<file path="src/rtl/stok_pkg.sv">
// ----------------------------------------------------------------------------
// stok_pkg: shared types and constants of the source tokenizer
// Token codes, result word layout, keyword and operator tables.
// ----------------------------------------------------------------------------
package stok_pkg;

  // Sizes
  localparam int KwMaxChars = 6;
  localparam int KwBits     = KwMaxChars * 8;
  localparam int OffsetBits = 32;
  localparam int KwCount    = 13;
  localparam int FifoDepth  = 4;
  localparam int PtrBits    = $clog2(FifoDepth);
  localparam int CntBits    = $clog2(FifoDepth + 1);

  localparam logic [30:0] ValueMax = 31'h7FFF_FFFF;
  localparam logic [23:0] LineMax  = 24'hFF_FFFF;
  localparam logic [15:0] LenMax   = 16'hFFFF;

  // Character codes
  localparam logic [7:0] ChNul   = 8'h00;
  localparam logic [7:0] ChLf    = 8'h0A;
  localparam logic [7:0] ChCr    = 8'h0D;
  localparam logic [7:0] ChTab   = 8'h09;
  localparam logic [7:0] ChSpace = 8'h20;
  localparam logic [7:0] ChZero  = 8'h30;
  localparam logic [7:0] ChOne   = 8'h31;
  localparam logic [7:0] ChNine  = 8'h39;
  localparam logic [7:0] ChLowB  = 8'h62;
  localparam logic [7:0] ChUnder = 8'h5F;

  typedef enum logic [5:0] {
    KIND_NUM        = 6'd0,
    KIND_BOOL       = 6'd1,
    KIND_STRING     = 6'd2,
    KIND_MODULE     = 6'd3,
    KIND_INPUT      = 6'd4,
    KIND_OUTPUT     = 6'd5,
    KIND_IF         = 6'd6,
    KIND_ELIF       = 6'd7,
    KIND_ELSE       = 6'd8,
    KIND_WHILE      = 6'd9,
    KIND_PRINT      = 6'd10,
    KIND_IDENTIFIER = 6'd11,
    KIND_NUMBER     = 6'd12,
    KIND_TRUE       = 6'd13,
    KIND_FALSE      = 6'd14,
    KIND_ADD        = 6'd15,
    KIND_SUBTRACT   = 6'd16,
    KIND_MULTIPLY   = 6'd17,
    KIND_DIVIDE     = 6'd18,
    KIND_LOGICAND   = 6'd19,
    KIND_LOGICOR    = 6'd20,
    KIND_BITAND     = 6'd21,
    KIND_BITOR      = 6'd22,
    KIND_XOR        = 6'd23,
    KIND_NOT        = 6'd24,
    KIND_ASSIGN     = 6'd25,
    KIND_EQUALITY   = 6'd26,
    KIND_NE         = 6'd27,
    KIND_LT         = 6'd28,
    KIND_GT         = 6'd29,
    KIND_LTE        = 6'd30,
    KIND_GTE        = 6'd31,
    KIND_LPAREN     = 6'd32,
    KIND_RPAREN     = 6'd33,
    KIND_LBRACE     = 6'd34,
    KIND_RBRACE     = 6'd35,
    KIND_COMMA      = 6'd36,
    KIND_SEMICOLON  = 6'd37,
    KIND_EOF        = 6'd38,
    KIND_UNKNOWN    = 6'd39
  } kind_e;

  // One result word
  typedef struct packed {
    kind_e        kind;
    logic [30:0]  value;
    logic [31:0]  start;
    logic [15:0]  len;
    logic [23:0]  line;
    logic         last;
  } token_t;

  // Words produced by one accepted byte, first word in tok0
  typedef struct packed {
    logic [1:0] count;
    token_t     tok0;
    token_t     tok1;
  } push_t;

  // Keyword table, text right-aligned and zero padded
  localparam logic [KwBits-1:0] KwText [KwCount] = '{
    "num", "bool", "string", "module", "input", "output",
    "if", "elif", "else", "while", "print", "true", "false"
  };
  localparam logic [3:0] KwLen [KwCount] = '{
    4'd3, 4'd4, 4'd6, 4'd6, 4'd5, 4'd6, 4'd2, 4'd4, 4'd4, 4'd5, 4'd5, 4'd4, 4'd5
  };
  localparam kind_e KwKind [KwCount] = '{
    KIND_NUM, KIND_BOOL, KIND_STRING, KIND_MODULE, KIND_INPUT, KIND_OUTPUT,
    KIND_IF, KIND_ELIF, KIND_ELSE, KIND_WHILE, KIND_PRINT, KIND_TRUE, KIND_FALSE
  };

  // Keyword match of a finished word; identifier when nothing matches
  function automatic kind_e keyword_kind(input logic [15:0] len,
                                         input logic [KwBits-1:0] kbuf);
    kind_e kind;
    logic  found;
    kind  = KIND_IDENTIFIER;
    found = 1'b0;
    for (int k = 0; k < KwCount; k++) begin
      if (!found && len == 16'(KwLen[k]) && kbuf == KwText[k]) begin
        kind  = KwKind[k];
        found = 1'b1;
      end
    end
    return kind;
  endfunction

  // First character of a two-character operator: {hit, index}
  function automatic logic [3:0] op_lookup(input logic [7:0] c);
    logic [3:0] r;
    case (c)
      8'h3C:   r = 4'b1000;  // <
      8'h3E:   r = 4'b1001;  // >
      8'h3D:   r = 4'b1010;  // =
      8'h21:   r = 4'b1011;  // !
      8'h7C:   r = 4'b1100;  // |
      8'h26:   r = 4'b1101;  // &
      default: r = 4'b0000;
    endcase
    return r;
  endfunction

  function automatic logic [7:0] op_second(input logic [2:0] p);
    logic [7:0] r;
    case (p)
      3'd4:    r = 8'h7C;
      3'd5:    r = 8'h26;
      default: r = 8'h3D;
    endcase
    return r;
  endfunction

  function automatic kind_e op_single(input logic [2:0] p);
    kind_e r;
    case (p)
      3'd1:    r = KIND_GT;
      3'd2:    r = KIND_ASSIGN;
      3'd3:    r = KIND_NOT;
      3'd4:    r = KIND_BITOR;
      3'd5:    r = KIND_BITAND;
      default: r = KIND_LT;
    endcase
    return r;
  endfunction

  function automatic kind_e op_double(input logic [2:0] p);
    kind_e r;
    case (p)
      3'd1:    r = KIND_GTE;
      3'd2:    r = KIND_EQUALITY;
      3'd3:    r = KIND_NE;
      3'd4:    r = KIND_LOGICOR;
      3'd5:    r = KIND_LOGICAND;
      default: r = KIND_LTE;
    endcase
    return r;
  endfunction

  // Single-character tokens: hit flag in bit 6
  function automatic logic [6:0] single_lookup(input logic [7:0] c);
    logic [6:0] r;
    case (c)
      8'h5E:   r = {1'b1, KIND_XOR};
      8'h2B:   r = {1'b1, KIND_ADD};
      8'h2D:   r = {1'b1, KIND_SUBTRACT};
      8'h2A:   r = {1'b1, KIND_MULTIPLY};
      8'h2F:   r = {1'b1, KIND_DIVIDE};
      8'h28:   r = {1'b1, KIND_LPAREN};
      8'h29:   r = {1'b1, KIND_RPAREN};
      8'h7B:   r = {1'b1, KIND_LBRACE};
      8'h7D:   r = {1'b1, KIND_RBRACE};
      8'h2C:   r = {1'b1, KIND_COMMA};
      8'h3B:   r = {1'b1, KIND_SEMICOLON};
      default: r = {1'b0, KIND_UNKNOWN};
    endcase
    return r;
  endfunction

endpackage

</file>
<file path="src/rtl/stok_scanner.sv">
// ----------------------------------------------------------------------------
// stok_scanner: scan state and token decode
// Updates the scan state on every accepted byte and forms up to two words.
// ----------------------------------------------------------------------------
module stok_scanner (
  input  logic            clk_i,
  input  logic            rst_ni,
  input  logic            accept_i,
  input  logic [7:0]      byte_i,
  input  logic            cfg_we_i,
  input  logic [23:0]     cfg_wdata_i,
  output stok_pkg::push_t push_o
);
  import stok_pkg::*;

  typedef enum logic [2:0] {
    MODE_IDLE  = 3'd0,
    MODE_OPER  = 3'd1,
    MODE_ZERO  = 3'd2,
    MODE_DEC   = 3'd3,
    MODE_BIN   = 3'd4,
    MODE_IDENT = 3'd5
  } mode_e;

  mode_e                 mode_q, mode_d;
  logic [2:0]            pend_q, pend_d;
  logic [30:0]           acc_q, acc_d;
  logic [KwBits-1:0]     kbuf_q, kbuf_d;
  logic [15:0]           ilen_q, ilen_d;
  logic [OffsetBits-1:0] istart_q, istart_d;
  logic [OffsetBits-1:0] pos_q, pos_d;
  logic [23:0]           line_q, line_d;
  logic [23:0]           line_start_q;
  logic                  fresh_q, fresh_d;

  logic       is_digit, is_alpha, is_word, is_bin;
  logic [3:0] op_hit;
  logic [6:0] single_hit;
  logic [2:0] pend_sel;
  logic [34:0] dec_mac;
  logic [31:0] bin_mac;
  logic [30:0] digit;
  kind_e      word_kind;
  logic       done;
  logic       m_valid, f_valid;
  token_t     m_tok, f_tok;

  // Character classes
  assign is_digit   = (byte_i >= ChZero) && (byte_i <= ChNine);
  assign is_alpha   = (byte_i >= 8'h61 && byte_i <= 8'h7A) ||
                      (byte_i >= 8'h41 && byte_i <= 8'h5A);
  assign is_word    = is_alpha || is_digit || (byte_i == ChUnder);
  assign is_bin     = (byte_i == ChZero) || (byte_i == ChOne);
  assign op_hit     = op_lookup(byte_i);
  assign single_hit = single_lookup(byte_i);
  assign pend_sel   = (pend_q < 3'd6) ? pend_q : 3'd0;
  assign digit      = 31'(byte_i - ChZero);

  // Saturating multiply-accumulate, x10 as shift-add
  assign dec_mac = {1'b0, acc_q, 3'b000} + {3'b000, acc_q, 1'b0} + 35'(digit);
  assign bin_mac = {acc_q, 1'b0} + 32'(digit);

  assign word_kind = keyword_kind(ilen_q, kbuf_q);

  function automatic token_t mk_tok(input kind_e kind, input logic [30:0] value,
                                    input logic [31:0] start, input logic [15:0] len,
                                    input logic [23:0] line);
    token_t t;
    t.kind  = kind;
    t.value = value;
    t.start = start;
    t.len   = len;
    t.line  = line;
    t.last  = 1'b0;
    return t;
  endfunction

  // Next state and the words for this byte
  always_comb begin
    mode_d   = mode_q;
    pend_d   = pend_q;
    acc_d    = acc_q;
    kbuf_d   = kbuf_q;
    ilen_d   = ilen_q;
    istart_d = istart_q;
    pos_d    = pos_q;
    line_d   = line_q;
    fresh_d  = 1'b0;
    done     = 1'b0;
    m_valid  = 1'b0;
    f_valid  = 1'b0;
    m_tok    = '0;
    f_tok    = '0;

    // Close out or extend the token in progress
    case (mode_q)
      MODE_OPER: begin
        m_valid = 1'b1;
        if (byte_i == op_second(pend_sel)) begin
          m_tok = mk_tok(op_double(pend_sel), '0, '0, '0, line_q);
          pos_d = pos_q + 1'b1;
          done  = 1'b1;
        end else begin
          m_tok = mk_tok(op_single(pend_sel), '0, '0, '0, line_q);
        end
        mode_d = MODE_IDLE;
      end
      MODE_ZERO: begin
        if (byte_i == ChLowB) begin
          mode_d = MODE_BIN;
          acc_d  = '0;
          pos_d  = pos_q + 1'b1;
          done   = 1'b1;
        end else if (is_digit) begin
          mode_d = MODE_DEC;
          acc_d  = digit;
          pos_d  = pos_q + 1'b1;
          done   = 1'b1;
        end else begin
          m_valid = 1'b1;
          m_tok   = mk_tok(KIND_NUMBER, acc_q, '0, '0, line_q);
          mode_d  = MODE_IDLE;
        end
      end
      MODE_DEC: begin
        if (is_digit) begin
          acc_d = (dec_mac > 35'(ValueMax)) ? ValueMax : dec_mac[30:0];
          pos_d = pos_q + 1'b1;
          done  = 1'b1;
        end else begin
          m_valid = 1'b1;
          m_tok   = mk_tok(KIND_NUMBER, acc_q, '0, '0, line_q);
          mode_d  = MODE_IDLE;
        end
      end
      MODE_BIN: begin
        if (is_bin) begin
          acc_d = (bin_mac > 32'(ValueMax)) ? ValueMax : bin_mac[30:0];
          pos_d = pos_q + 1'b1;
          done  = 1'b1;
        end else begin
          m_valid = 1'b1;
          m_tok   = mk_tok(KIND_NUMBER, acc_q, '0, '0, line_q);
          mode_d  = MODE_IDLE;
        end
      end
      MODE_IDENT: begin
        if (is_word) begin
          if (ilen_q < 16'(KwMaxChars)) kbuf_d = {kbuf_q[KwBits-9:0], byte_i};
          if (ilen_q != LenMax) ilen_d = ilen_q + 16'd1;
          pos_d = pos_q + 1'b1;
          done  = 1'b1;
        end else begin
          m_valid = 1'b1;
          m_tok   = mk_tok(word_kind, {30'd0, word_kind == KIND_TRUE},
                           32'(istart_q), ilen_q, line_q);
          mode_d  = MODE_IDLE;
        end
      end
      default: mode_d = MODE_IDLE;
    endcase

    // Scan the byte afresh
    if (!done) begin
      if (byte_i == ChNul) begin
        f_valid  = 1'b1;
        f_tok    = mk_tok(KIND_EOF, '0, '0, '0, line_q);
        mode_d   = MODE_IDLE;
        pend_d   = '0;
        acc_d    = '0;
        kbuf_d   = '0;
        ilen_d   = '0;
        istart_d = '0;
        pos_d    = '0;
        line_d   = line_start_q;
        fresh_d  = 1'b1;
      end else if (byte_i == ChLf) begin
        if (line_q != LineMax) line_d = line_q + 24'd1;
        pos_d = pos_q + 1'b1;
      end else if (byte_i == ChSpace || byte_i == ChTab || byte_i == ChCr) begin
        pos_d = pos_q + 1'b1;
      end else begin
        if (op_hit[3]) begin
          mode_d = MODE_OPER;
          pend_d = op_hit[2:0];
        end else if (single_hit[6]) begin
          f_valid = 1'b1;
          f_tok   = mk_tok(kind_e'(single_hit[5:0]), '0, '0, '0, line_q);
        end else if (is_digit) begin
          mode_d = (byte_i == ChZero) ? MODE_ZERO : MODE_DEC;
          acc_d  = digit;
        end else if (is_alpha || byte_i == ChUnder) begin
          mode_d   = MODE_IDENT;
          istart_d = pos_q;
          ilen_d   = 16'd1;
          kbuf_d   = KwBits'(byte_i);
        end else begin
          f_valid = 1'b1;
          f_tok   = mk_tok(KIND_UNKNOWN, '0, '0, '0, line_q);
        end
        pos_d = pos_q + 1'b1;
      end
    end

    // Compact into the push slots; the final word carries last
    m_tok.last = !f_valid;
    f_tok.last = 1'b1;
    if (m_valid) begin
      push_o.count = f_valid ? 2'd2 : 2'd1;
      push_o.tok0  = m_tok;
      push_o.tok1  = f_tok;
    end else begin
      push_o.count = f_valid ? 2'd1 : 2'd0;
      push_o.tok0  = f_tok;
      push_o.tok1  = '0;
    end
    if (!accept_i) push_o.count = 2'd0;
  end

  // Scan state
  always_ff @(posedge clk_i or negedge rst_ni) begin
    if (!rst_ni) begin
      mode_q       <= MODE_IDLE;
      pend_q       <= '0;
      acc_q        <= '0;
      kbuf_q       <= '0;
      ilen_q       <= '0;
      istart_q     <= '0;
      pos_q        <= '0;
      line_q       <= 24'd1;
      line_start_q <= 24'd1;
      fresh_q      <= 1'b1;
    end else begin
      if (cfg_we_i) line_start_q <= cfg_wdata_i;
      if (accept_i) begin
        mode_q   <= mode_d;
        pend_q   <= pend_d;
        acc_q    <= acc_d;
        kbuf_q   <= kbuf_d;
        ilen_q   <= ilen_d;
        istart_q <= istart_d;
        pos_q    <= pos_d;
        line_q   <= line_d;
        fresh_q  <= fresh_d;
      end else if (cfg_we_i && fresh_q) begin
        line_q <= cfg_wdata_i;
      end
    end
  end

`ifndef SYNTH
  a_eof_restarts: assert property (@(posedge clk_i) disable iff (!rst_ni)
    accept_i && byte_i == ChNul |=> mode_q == MODE_IDLE && pos_q == '0 && fresh_q)
    else $error("scan state not restarted after end of source");
  a_ident_len: assert property (@(posedge clk_i) disable iff (!rst_ni)
    mode_q == MODE_IDENT |-> ilen_q != '0)
    else $error("identifier in progress with zero length");
  a_eof_last: assert property (@(posedge clk_i) disable iff (!rst_ni)
    accept_i && byte_i == ChNul |-> push_o.count != 2'd0 &&
      (push_o.count == 2'd1 ? push_o.tok0.kind : push_o.tok1.kind) == KIND_EOF)
    else $error("end of source gave no trailing EOF word");
`endif

endmodule

</file>
<file path="src/rtl/stok_out_fifo.sv">
// ----------------------------------------------------------------------------
// stok_out_fifo: result word queue
// Takes up to two words per cycle, hands out one word per cycle while ready_i is high.
// ----------------------------------------------------------------------------
module stok_out_fifo (
  input  logic             clk_i,
  input  logic             rst_ni,
  input  stok_pkg::push_t  push_i,
  output logic             room_o,
  output logic             valid_o,
  input  logic             ready_i,
  output stok_pkg::token_t tok_o
);
  import stok_pkg::*;

  token_t             mem_q [FifoDepth];
  logic [PtrBits-1:0] wr_ptr_q, rd_ptr_q;
  logic [CntBits-1:0] count_q;
  logic               pop;
  logic [PtrBits-1:0] wr_ptr_nx;

  assign pop       = valid_o && ready_i;
  assign valid_o   = count_q != '0;
  assign tok_o     = mem_q[rd_ptr_q];
  // Room for a full two-word push
  assign room_o    = count_q <= CntBits'(FifoDepth - 2);
  assign wr_ptr_nx = wr_ptr_q + 1'b1;

  // Storage
  always_ff @(posedge clk_i) begin
    if (push_i.count != 2'd0) mem_q[wr_ptr_q] <= push_i.tok0;
    if (push_i.count == 2'd2) mem_q[wr_ptr_nx] <= push_i.tok1;
  end

  // Pointers and fill count
  always_ff @(posedge clk_i or negedge rst_ni) begin
    if (!rst_ni) begin
      wr_ptr_q <= '0;
      rd_ptr_q <= '0;
      count_q  <= '0;
    end else begin
      wr_ptr_q <= wr_ptr_q + PtrBits'(push_i.count);
      if (pop) rd_ptr_q <= rd_ptr_q + 1'b1;
      count_q <= count_q + CntBits'(push_i.count) - CntBits'(pop);
    end
  end

`ifndef SYNTH
  a_no_overflow: assert property (@(posedge clk_i) disable iff (!rst_ni)
    push_i.count != 2'd0 |-> count_q + CntBits'(push_i.count) <= CntBits'(FifoDepth))
    else $error("result queue overflow");
  a_count_bound: assert property (@(posedge clk_i) disable iff (!rst_ni)
    count_q <= CntBits'(FifoDepth))
    else $error("result queue count out of range");
  a_pop_only: assert property (@(posedge clk_i) disable iff (!rst_ni)
    pop && push_i.count == 2'd0 |=> count_q == $past(count_q) - 1'b1)
    else $error("result queue count lost a pop");
`endif

endmodule

</file>
<file path="src/rtl/source_tokenizer.sv">
// ----------------------------------------------------------------------------
// source_tokenizer: byte-stream lexical analyzer
// Top level: stream ports, scanner and result queue.
// ----------------------------------------------------------------------------
// Source bytes enter on the slave stream, one byte per cycle when the result
// queue has room; a zero byte ends the source, flushes any pending token,
// emits EOF and restarts offset and line count. Each byte updates the scan
// state and yields zero, one or two token words into a four-entry result
// queue drained one word per cycle while the sink is ready. Throughput is
// one byte per cycle as long as the average does not exceed one token per
// byte; tready drops while the queue holds more than two words. tlast marks
// the final token word caused by a byte. line_start may be written only
// while the block is idle; it loads the line count right away if no byte of
// the current source has been taken, otherwise it applies from the next one.
module source_tokenizer (
  input  logic          clk_i,
  input  logic          rst_ni,
  // source bytes
  input  logic          s_axis_tvalid,
  output logic          s_axis_tready,
  input  logic [7:0]    s_axis_tdata,   // [7:0] source_byte
  // token words
  output logic          m_axis_tvalid,
  input  logic          m_axis_tready,
  output logic [111:0]  m_axis_tdata,   // [5:0] token_kind, [36:6] number_value,
                                        // [68:37] text_start, [84:69] text_length,
                                        // [108:85] line_number, [111:109] zero
  output logic          m_axis_tlast,   // last_of_run
  // line_start register
  input  logic          cfg_we_i,
  input  logic [23:0]   cfg_wdata_i
);
  import stok_pkg::*;

  logic   accept;
  logic   room;
  push_t  push;
  token_t tok;

  assign s_axis_tready = room;
  assign accept        = s_axis_tvalid && room;

  stok_scanner u_scanner (
    .clk_i       (clk_i),
    .rst_ni      (rst_ni),
    .accept_i    (accept),
    .byte_i      (s_axis_tdata),
    .cfg_we_i    (cfg_we_i),
    .cfg_wdata_i (cfg_wdata_i),
    .push_o      (push)
  );

  stok_out_fifo u_out_fifo (
    .clk_i   (clk_i),
    .rst_ni  (rst_ni),
    .push_i  (push),
    .room_o  (room),
    .valid_o (m_axis_tvalid),
    .ready_i (m_axis_tready),
    .tok_o   (tok)
  );

  // Pack the word fields, lowest field first
  assign m_axis_tdata = {3'b000, tok.line, tok.len, tok.start, tok.value, tok.kind};
  assign m_axis_tlast = tok.last;

endmodule

</file>
<file path="config.mk">
export PLATFORM = sky130hd
export DESIGN_NAME = source_tokenizer
export DESIGN_NICKNAME = d
export VERILOG_FILES = /design/src/rtl/stok_pkg.sv /design/src/rtl/stok_scanner.sv /design/src/rtl/stok_out_fifo.sv /design/src/rtl/source_tokenizer.sv
export SDC_FILE = /design/constraint.sdc
export NUM_CORES = 1
export LEC_CHECK = 0
export ABC_CLOCK_PERIOD_IN_PS = 5900
export BUFFER_PORTS_ARGS = -buffer_cell sky130_fd_sc_hd__buf_2
export CAP_MARGIN = 20
export CORE_ASPECT_RATIO = 1.2
export CORE_MARGIN = 2
export CORE_UTILIZATION = 45
export DETAILED_ROUTE_END_ITERATION = 8
export SYNTH_ARGS = -nofsm -noshare
export SYNTH_HDL_FRONTEND = slang
export SYNTH_SLANG_ARGS = --single-unit
export TNS_END_PERCENT = 1
</file>
<file path="constraint.sdc">
create_clock -name clk_i -period 5.9 [get_ports clk_i]
set_input_delay 0.295 -clock clk_i [delete_from_list [all_inputs] [get_ports clk_i]]
set_output_delay 0.295 -clock clk_i [all_outputs]
set_load 0.005 [all_outputs]
</file>
==> impl_metrics.tcl, run 1 <==
set metrics [dict create \
    status "finished, final reports clean" \
    rows 111 \
    insertion_delay_ns 0.64 \
    p_total_mw 17.7 \
    place_ws_ns 0.645 \
    grt_pass1_vias 28800 \
    synth_edf_count 124 \
    grt_first_pass_wirelength_um 167000 \
    required_ns 6.42 \
    die_h_um 308 \
    hold_viol_final 0 \
    initial_core_util 0.454 \
    worstMarginPinSlew_ns 1.13 \
    grt_usage 0.269 \
    ys.flop_type "dfxtp_1" \
    rsz0062_at_grt "no" \
    multi_input_area_sq_um 17800 \
    synth_seq_cells 661 \
    final_common_cell "nand2_1" \
    ioPinCount 152 \
    postSynth.asyncResetShare 0.334 \
    seqCellArea_sq_um 15600 \
    cts_tree "yes" \
    grt_max_degree 145 \
    synth_cells 3413 \
    cts.sinks 661 \
    drt_pass1_iterations 5 \
    synth_seq_area_share 0.450 \
    crit_arrival_ns 5.60 \
    post_drt_wl_per_cell_um 23.8 \
    worst-path-buf-inv 5 \
    nNetsFinal 3609 \
    fin_worst_skew_ns 0.0283 \
    synth_area_per_cell_sq_um 10.1 \
    die_x_um 257 \
    max_freq_mhz 197 \
    crit_fanout 15 \
    clk_pin_slew_worst_paths_ns 0.06 \
    fin_area_sq_um 38900 \
    setup_viol 0 \
    drcViolationCount 0 \
    cap_violations 0 \
    gp_congestion 0.955 \
    crit_chain "dlygate4sd3_1 -> buf_2 -> ha_1 -> xnor2_1 -> inv_1 -> fa_1 -> inv_1 -> ha_1 -> nand2_1 -> a21oi_1 -> o21ai_0 -> a311oi_1 -> nor2_1 -> o31ai_2 -> nand2_1 -> buf_4 -> o31ai_1 -> a31oi_1" \
    cts_buffers 71 \
    post_dp_cell_area_sq_um 36200 \
    port_buffers 148 \
    power_density_nw_per_um2 455 \
    core_sq_um 76200 \
    cp-start-kind "input port" \
    yosys_warnings 0 \
    power_leakage_nw 15.0 \
    fin_crit_sh 0.862 \
    drive_above_1_share 0.151 \
    cts_setup_buffers 0 \
    cts_htree_levels 3 \
    hold_buffers 26 \
    viasPerCell 6.33 \
    critical-path-max-stage-delay_ns 0.65 \
    cts_buffer_depth 3 \
    cp-end-kind "flip-flop" \
    dieArea_sq_um 79100 \
    synth_area_sq_um 34600 \
    final_cell_mix "nand2_1 (420), o21ai_0 (339), dfxtp_1 (316)" \
    num-fill-cells 6869 \
    ant_nets 0 \
    hpwlAfterDp_um 70600 \
    slowest_stage "a311oi_1" \
    finalSetupTns_ns 0 \
    min_period_ns 5.09 \
    drt_iter0_drc 2610 \
    cts_root_buf "clkbuf_16" \
    vdd_ir_drop_max_mv 0.444 \
    cts_resized 0 \
    antenna_found_initial 4 \
    setup_ws_ns 0.814 \
    overflow 0 \
    vias 28700 \
    slew_viol_final 0 \
    critPathTopFamily "compound AO/OA/AOI/OAI gates" \
    relSlewSlack 0.241 \
    synth.distinct_cells 105 \
    area.growth.synth_to_final_pct 12.5 \
    path_class "input port to flip-flop" \
    antennaDiodeCount 0 \
    wl_um 108000 \
    hold_path_class "input port to flip-flop" \
]
==> metal layers <==
layer	part of all wire	wire [um]	GRT usage	up-vias
li1	-	-	-	13000
met1	0.40	43100	0.330	14400
met2	0.49	53200	0.464	1035
met3	0.061	6550	0.0423	247
met4	0.045	4880	0.129	8
met5	0.00051	55	0	-
==> logic make-up (layout without fill, tap and decap cells) <==
group / Yosys count / in the layout / share of synthesized area
xor+xnor: 86 / 86 / 0.0218
buf+inv: 332 / 433 / 0.0379
fa+ha+maj: 113 / 113 / 0.0476
flops: 661 / 661 / 0.450
mux: 135 / 135 / 0.0797
simple gates: 1032 / 1032 / 0.149
compound gates: 1053 / 1053 / 0.214
other cells: 1 / 3 / 0.000108
==> synth_stat cells (36+ instances only) <==
cell type / number / area share
and2_1: 121 / 0.022
and3_1: 36 / 0.0065
nor2_1: 141 / 0.015
nand3_1: 60 / 0.0087
xor2_1: 40 / 0.010
a32o_1: 198 / 0.057
nand2_1: 422 / 0.046
inv_1: 66 / 0.0072
ha_1: 82 / 0.030
nand4_1: 37 / 0.0067
a31oi_1: 44 / 0.0080
dfrtp_1: 218 / 0.16
mux4_2: 110 / 0.072
a211oi_1: 42 / 0.0091
a22o_1: 61 / 0.015
a21oi_1: 144 / 0.021
xnor2_1: 46 / 0.012
dfxtp_1: 316 / 0.18
clkbuf_1: 211 / 0.023
o21ai_0: 339 / 0.049
edfxtp_1: 124 / 0.11
==> worst paths after layout <==
path	startpoint	to	slack, ns	cells past startpoint
setup / recovery	s_axis_tdata[5]	u_scanner.acc_q[17]$_DFFE_PN0P_	0.81	18
hold / removal	m_axis_tready	u_out_fifo.rd_ptr_q[0]$_DFFE_PN0P_	0.09	3
min in group asynchronous	rst_ni	u_scanner.acc_q[19]$_DFFE_PN0P_	0.25	2
max in group asynchronous	rst_ni	u_scanner.istart_q[3]$_DFFE_PN0P_	4.31	3
hold reg to reg	u_out_fifo.mem_q[1][75]$_SDFFE_PP0P_	u_out_fifo.mem_q[1][75]$_SDFFE_PP0P_	0.45	2
setup reg to reg	u_scanner.pend_q[1]$_DFFE_PN0P_	u_out_fifo.mem_q[0][109]$_DFFE_PP_	0.98	14
==> worst register-to-register path, stage by stage, from the launching register on <==
cell and delay [ns]:
dfrtp_1 0.46, inv_1 0.11, ha_1 0.33, inv_1 0.07
o311ai_1 0.46, a311oi_4 0.24, a21oi_1 0.47, nand2_2 0.26
a21oi_4 0.28, ha_1 0.37, o21ai_1 0.73, nor3_2 0.14
buf_4 0.40, a21oi_1 0.25, nor2_1 0.07
==> power breakdown <==
group,switching [mW],internal (mW)
clock network,1.95,2.56
registers,0.918,5.32
logic,4.34,2.60
total,7.21,10.5
==> through the flow <==
step / std cells / util / hold WS (ns)
2_1_floorplan: 3415 / - / -0.000591
3_3_place_gp: 4375 / 0.475 / 0.353
3_5_place_dp: 4375 / 0.475 / 0.363
4_1_cts: 4531 / 0.510 / 0.0674
5_1_grt: 4533 / 0.510 / 0.107
6_report: 4533 / 0.510 / 0.0946
==> flip-flops by register name, indices dropped and copies added (netlist names) <==
signal and cells:
u_out_fifo.count_q 3, u_scanner.ilen_q 16, u_scanner.kbuf_q 48, u_scanner.mode_q 3, u_scanner.pend_q 3, u_scanner.acc_q 31, u_out_fifo.mem_q 440, u_scanner.istart_q 32
u_scanner.line_start_q 24, u_scanner.pos_q 32, u_scanner.line_q 24, u_out_fifo.rd_ptr_q 2, u_out_fifo.wr_ptr_q 2, u_scanner.fresh_q 1
==> area by class of cell <==
class,count,area share
Timing Repair Buffer,235,0.0406
Multi-Input combinational cell,2422,0.458
Clock inverter,34,0.00781
Tap cell,1017,0.0327
Clock buffer,96,0.0534
Inverter,68,0.00662
Sequential cell,661,0.401
Note: power is estimated with default switching activity, not from simulation.
==> run 2: changes to the inputs <==
--- a/config.mk
+++ b/config.mk
@@ -6,12 +6,12 @@
 export NUM_CORES = 1
 export LEC_CHECK = 0
 export ABC_CLOCK_PERIOD_IN_PS = 5900
-export BUFFER_PORTS_ARGS = -buffer_cell sky130_fd_sc_hd__buf_2
 export CAP_MARGIN = 20
 export CORE_ASPECT_RATIO = 1.2
 export CORE_MARGIN = 2
 export CORE_UTILIZATION = 45
 export DETAILED_ROUTE_END_ITERATION = 8
+export DONT_BUFFER_PORTS = 1
 export SYNTH_ARGS = -nofsm -noshare
 export SYNTH_HDL_FRONTEND = slang
 export SYNTH_SLANG_ARGS = --single-unit
==> run 2 against run 1 <==
  * Critical endpoint is now u_out_fifo.mem_q[3][79]$_SDFFE_PP0P_
  * Clock power up 3%
  * Clock skew is 0.0012 ns higher
  * Routed wire length increased by 1.9%
==> impl_metrics.tcl, run 2 (same netlist as run 1, synthesis figures left out) <==
set metrics [dict create \
    status "finished, final reports clean" \
    finalSetupTns_ns 0 \
    max_freq_mhz 192 \
    rows 111 \
    r2r-end "u_out_fifo.mem_q[3][79]$_SDFFE_PP0P_" \
    area.growth.synth_to_final_pct 11.4 \
    grt_usage 0.274 \
    final_cell_mix "nand2_1 (420), o21ai_0 (339), dfxtp_1 (316)" \
    setup_viol 0 \
    grt_first_pass_wirelength_um 169000 \
    die_x_um 257 \
    rsz0062_at_grt "no" \
    cap_violations 0 \
    ioPinCount 152 \
    port_buffers 0 \
    gp_congestion 0.913 \
    die_h_um 308 \
    antenna_found_initial 1 \
    viasPerCell 6.41 \
    dieArea_sq_um 79100 \
    crit_arrival_ns 5.76 \
    vias 28300 \
    r2r-start "u_scanner.pend_q[1]$_DFFE_PN0P_" \
    relSlewSlack 0.269 \
    hold_buffers 59 \
    crit_fanout 64 \
    drcViolationCount 0 \
    hold_path_class "input port to flip-flop" \
    min_period_ns 5.21 \
    initial_core_util 0.454 \
    cts_buffers 72 \
    core_sq_um 76200 \
    power_leakage_nw 14.4 \
    worstMarginPinSlew_ns 1.10 \
    hold_end "u_scanner.acc_q[1]$_DFFE_PN0P_" \
    cp-end-kind "flip-flop" \
    reg2regPathDepth 16 \
    reg_top3 "u_out_fifo.mem_q x440, u_scanner.kbuf_q x48" \
    cts_htree_levels 3 \
    wl_um 110000 \
    reg2reg_slack_ns 0.69 \
    post_drt_wl_per_cell_um 24.9 \
    hp-start "s_axis_tdata[1]" \
    clk_pin_slew_worst_paths_ns 0.06 \
    cts_tree "yes" \
    drive_above_1_share 0.109 \
    p_total_mw 17.6 \
    insertion_delay_ns 0.64 \
    power_density_nw_per_um2 458 \
    path_class "flip-flop to flip-flop" \
    cts_resized 0 \
    overflow 0 \
    place_ws_ns 0.641 \
    cts_buffer_depth 3 \
    cts_setup_buffers 0 \
    wl_met1_um 44100 \
    required_ns 6.45 \
    slew_viol_final 0 \
    hold_viol_final 0 \
    cts_root_buf "clkbuf_16" \
    grt_max_degree 222 \
    holdWs_ns 0.0618 \
    drt_iter0_drc 2749 \
    fin_crit_sh 0.883 \
    setup_ws_ns 0.691 \
    largest_register "u_out_fifo.mem_q" \
    dr.max_layer_used "met5" \
    vdd_ir_drop_max_mv 0.339 \
    cp-start-kind "flip-flop" \
    final_common_cell "nand2_1" \
    met2WireLength_um 54700 \
    min_path_cells 3 \
    grt_pass1_vias 28700 \
    nNetsFinal 3489 \
    hpwlAfterDp_um 70500 \
    fin_worst_skew_ns 0.0295 \
    antennaDiodeCount 0 \
    largest_register_ffs 440 \
    wl_met3_um 6300 \
    drt_pass1_iterations 5 \
    cts.sinks 661 \
    ant_nets 0 \
]
## run 2: cell types whose count changed in the layout (fill, tap and decap cells not counted), sizes merged
cell / before / now
buf: 208 / 56
bufinv: 1 / 5
clkbuf: 97 / 104
clkinv: 16 / 17
clkinvlp: 9 / 1
dlygate4sd3: 26 / 58
inv: 76 / 75
## run 2: worst max-delay path: stages (launching register included)
cell and delay, ns:
dfrtp_1 0.46, inv_1 0.11, ha_1 0.33, nor4bb_1 0.39
xor2_1 0.27, a311oi_4 0.10, a21oi_1 0.41, nand2_2 0.23
a21oi_4 0.28, ha_1 0.38, o21ai_1 0.16, buf_4 0.21
nor2_4 0.07, nor2_4 0.49, buf_4 0.93, nand2_1 0.15
o21ai_0 0.12
## run 2: layer usage
metal,track usage,up-vias
li1,-,12700
met1,0.336,14300
met2,0.478,983
met3,0.0395,247
met4,0.126,2
met5,0,-
## run 2: where the power goes
part / switching (mW) / leakage [nW] / total, mW / internal, mW
Sequential: 0.919 / 6.60 / 6.24 / 5.33
Clock: 1.96 / 1.20 / 4.64 / 2.68
Combinational: 4.29 / 6.62 / 6.75 / 2.46
## run 2: metrics by stage
stage | cell area (sq um) | instances | util
finish | 38500 | 4416 | 0.505
global route | 38500 | 4416 | 0.505
detailed placement | 35400 | 4221 | 0.465
floorplan | 34600 | 3415 | -
CTS | 38500 | 4414 | 0.505
global placement | 35400 | 4220 | 0.465
## run 2: cell type report
class	count	area, sq um
well taps	1017	1270
fillers	6835	37700
inverters	68	258
flip-flops and latches	661	15600
clock buffers	104	2050
clock inverters	30	388
repair buffers	114	1130
multi-input cells	2422	17800
## run 2: worst max-delay path by stage
stage,from,endpoint,slack [ns],cells past startpoint
2_1_floorplan,s_axis_tdata[6],u_scanner.acc_q[22]$_DFFE_PN0P_,0.43,16
3_3_place_gp,s_axis_tdata[4],u_scanner.acc_q[10]$_DFFE_PN0P_,0.77,17
3_5_place_dp,s_axis_tdata[4],u_scanner.acc_q[11]$_DFFE_PN0P_,0.64,17
4_1_cts,u_scanner.pend_q[1]$_DFFE_PN0P_,u_out_fifo.mem_q[3][79]$_SDFFE_PP0P_,0.78,16
5_1_grt,u_scanner.pend_q[1]$_DFFE_PN0P_,u_out_fifo.mem_q[2][83]$_SDFFE_PP0P_,0.43,16
6_report,u_scanner.pend_q[1]$_DFFE_PN0P_,u_out_fifo.mem_q[3][79]$_SDFFE_PP0P_,0.69,16
==> run 3: changes to the inputs <==
--- a/config.mk
+++ b/config.mk
@@ -5,11 +5,11 @@
 export SDC_FILE = /design/constraint.sdc
 export NUM_CORES = 1
 export LEC_CHECK = 0
-export ABC_CLOCK_PERIOD_IN_PS = 5900
+export ABC_CLOCK_PERIOD_IN_PS = 6000
 export CAP_MARGIN = 20
 export CORE_ASPECT_RATIO = 1.2
 export CORE_MARGIN = 2
-export CORE_UTILIZATION = 45
+export CORE_UTILIZATION = 40
 export DETAILED_ROUTE_END_ITERATION = 8
 export DONT_BUFFER_PORTS = 1
 export SYNTH_ARGS = -nofsm -noshare
==> constraint.sdc (replaced) <==
create_clock -name clk_i -period 6 [get_ports clk_i]
set_input_delay 0.3 -clock clk_i [delete_from_list [all_inputs] [get_ports clk_i]]
set_output_delay 0.3 -clock clk_i [all_outputs]
set_load 0.005 [all_outputs]
==> run 3 against run 2 <==
  * Hold slack got worse by 0.0091 ns
  * Clock power fell by 2%
  * Fmax up 0.30%
  * First-iteration DRC count down 20%
  * Combinational power down 3.4%
  * Critical path depth is 2 lower
  * Cell count is 2.9% higher
  * Register-to-register slack gained 0.12 ns
  * Flip-flop and latch count stayed put
  * Sequential share of layout area fell by 0.16 points
  * Routed wire length decreased by 4.6%
  * Largest power group unchanged
  * Highest routed layer is now met4
==> impl_metrics.tcl, run 3 (same netlist as run 1, synthesis figures left out) <==
set metrics [dict create \
    status "finished, final reports clean" \
    nNetsFinal 3493 \
    final_cell_mix "nand2_1 (420), o21ai_0 (339), dfxtp_1 (316)" \
    ioPinCount 152 \
    gp_congestion 0.912 \
    critical-path-max-stage-delay_ns 0.78 \
    cp-end-kind "flip-flop" \
    fin_crit_sh 0.865 \
    crit_arrival_ns 5.74 \
    grt_usage 0.234 \
    cts_tree "yes" \
    clockPowerShare 0.265 \
    cts_buffer_depth 3 \
    finalSetupTns_ns 0 \
    cap_violations 0 \
    reg_top3 "u_out_fifo.mem_q x440, u_scanner.kbuf_q x48" \
    max_freq_mhz 193 \
    cts.sinks 661 \
    largest_register "u_out_fifo.mem_q" \
    hold_viol_final 0 \
    vias 27800 \
    p_comb_frac 0.379 \
    initial_core_util 0.402 \
    dieArea_sq_um 88900 \
    fin_worst_skew_ns 0.0422 \
    relSlewSlack 0.261 \
    drt_pass1_iterations 5 \
    p_switching_mw 6.89 \
    final_cells 4543 \
    final_common_cell "nand2_1" \
    crit_fanout 49 \
    critPathTopFamily "simple AND/OR/NAND/NOR gates" \
    path_class "flip-flop to flip-flop" \
    p_int_mw 10.3 \
    holdWs_ns 0.0527 \
    viasPerCell 6.13 \
    slew_viol_final 0 \
    area.growth.synth_to_final_pct 11.8 \
    grt_first_pass_wirelength_um 165000 \
    reg2reg_slack_ns 0.81 \
    num-fill-cells 8125 \
    grt_max_degree 222 \
    slowest_stage "nor2_4" \
    rsz0062_at_grt "no" \
    power_density_nw_per_um2 444 \
    antennaDiodeCount 0 \
    hold_path_class "input port to flip-flop" \
    die_x_um 272 \
    clk_pin_slew_worst_paths_ns 0.06 \
    overflow 0 \
    port_buffers 0 \
    fin_util 0.449 \
    drive_above_1_share 0.110 \
    vdd_ir_drop_max_mv 0.303 \
    setup_viol 0 \
    largest_register_ffs 440 \
    drcViolationCount 0 \
    multi_input_area_sq_um 17800 \
    worst-path-buf-inv 2 \
    worstMarginPinSlew_ns 1.11 \
    rows 118 \
    antenna_found_initial 0 \
    grt_pass1_vias 27800 \
    core_sq_um 86100 \
    die_h_um 326 \
    ant_nets 0 \
    cts_buffers 72 \
    post_drt_wl_per_cell_um 23.1 \
    power_frac_seq 0.356 \
    insertion_delay_ns 0.63 \
    cts_resized 0 \
    place_inst 4347 \
    seqCellArea_sq_um 15600 \
    p_total_mw 17.2 \
    wl_um 105000 \
    cts_root_buf "clkbuf_16" \
    crit_chain "inv_1 -> ha_1 -> nor4bb_1 -> xor2_1 -> a311oi_4 -> a21oi_1 -> nand2_2 -> a21oi_4 -> ha_1 -> o21ai_1 -> nor2_4 -> nor2_4 -> buf_4 -> a32o_1" \
    power_leakage_nw 14.4 \
    drt_iter0_drc 2192 \
    hpwlAfterDp_um 66800 \
    cp-start-kind "flip-flop" \
    min_period_ns 5.19 \
    cts_htree_levels 3 \
    switching_share 0.401 \
    required_ns 6.55 \
]
## run 3: cell count changes in the layout (fill, tap and decap cells not counted), sizes merged
cell,delta
clkinv,+6
clkbuf,-5
buf,+3
inv,-2
clkinvlp,+1
dlygate4sd3,+1
## run 3: per-stage QoR
step                instance area (sq um)  setup slack, ns
floorplan                           34600            0.526
global placement                    35600            0.938
detailed placement                  35600            0.844
CTS                                 38600            0.811
global route                        38700            0.437
finish                              38700            0.807
## run 3: final cells by class
type	count	share of cell area
clock buffer	99	0.0534
multi-input combinational	2422	0.461
inverter	68	0.00666
timing repair buffer	118	0.0290
tap	1140	0.0369
sequential	661	0.403
clock inverter	35	0.00945
## run 3: per-layer routing
metal	GRT usage	up-vias	part of all wire
li1	-	12800	-
met1	0.296	14000	0.41
met2	0.399	838	0.50
met3	0.0378	193	0.059
met4	0.0896	0	0.036
met5	0	-	0
## run 3: timing repair
item                      in CTS  in global routing
hold buffers                  60                  0
hold endpoints to repair     284                  0
buffers inserted               0                  0
## run 3: worst paths after layout
path                       cells past startpoint                            startpoint                              endpoint
hold / removal                                 4                       s_axis_tdata[0]        u_scanner.acc_q[0]$_DFFE_PN0P_
min in group asynchronous                      2                                rst_ni       u_scanner.acc_q[30]$_DFFE_PN0P_
setup reg to reg                              14       u_scanner.pend_q[1]$_DFFE_PN0P_  u_out_fifo.mem_q[1][67]$_SDFFE_PP0P_
hold reg to reg                                2  u_out_fifo.mem_q[3][99]$_SDFFE_PP0P_  u_out_fifo.mem_q[3][99]$_SDFFE_PP0P_
setup / recovery                              14       u_scanner.pend_q[1]$_DFFE_PN0P_  u_out_fifo.mem_q[1][67]$_SDFFE_PP0P_
max in group asynchronous                      3                                rst_ni        u_scanner.pos_q[6]$_DFFE_PN0P_
## run 3: worst reg2reg max path: stages (launching register included)
cell and delay [ns]:
dfrtp_1 0.45, inv_1 0.11, ha_1 0.32, nor4bb_1 0.39
xor2_1 0.28, a311oi_4 0.10, a21oi_1 0.42, nand2_2 0.24
a21oi_4 0.29, ha_1 0.38, o21ai_1 0.28, nor2_4 0.08
nor2_4 0.78, buf_4 0.75, a32o_1 0.24
## run 3: power groups by stage
stage | Combinational, mW | Clock, mW | Sequential (mW)
after floorplan | 4.86 | 0 | 5.71
after global placement | 6.36 | 0 | 6.18
after detailed placement | 6.40 | 0 | 6.20
after CTS | 6.51 | 4.63 | 6.12
after global routing | 7.17 | 4.81 | 6.22
final | 6.52 | 4.55 | 6.11
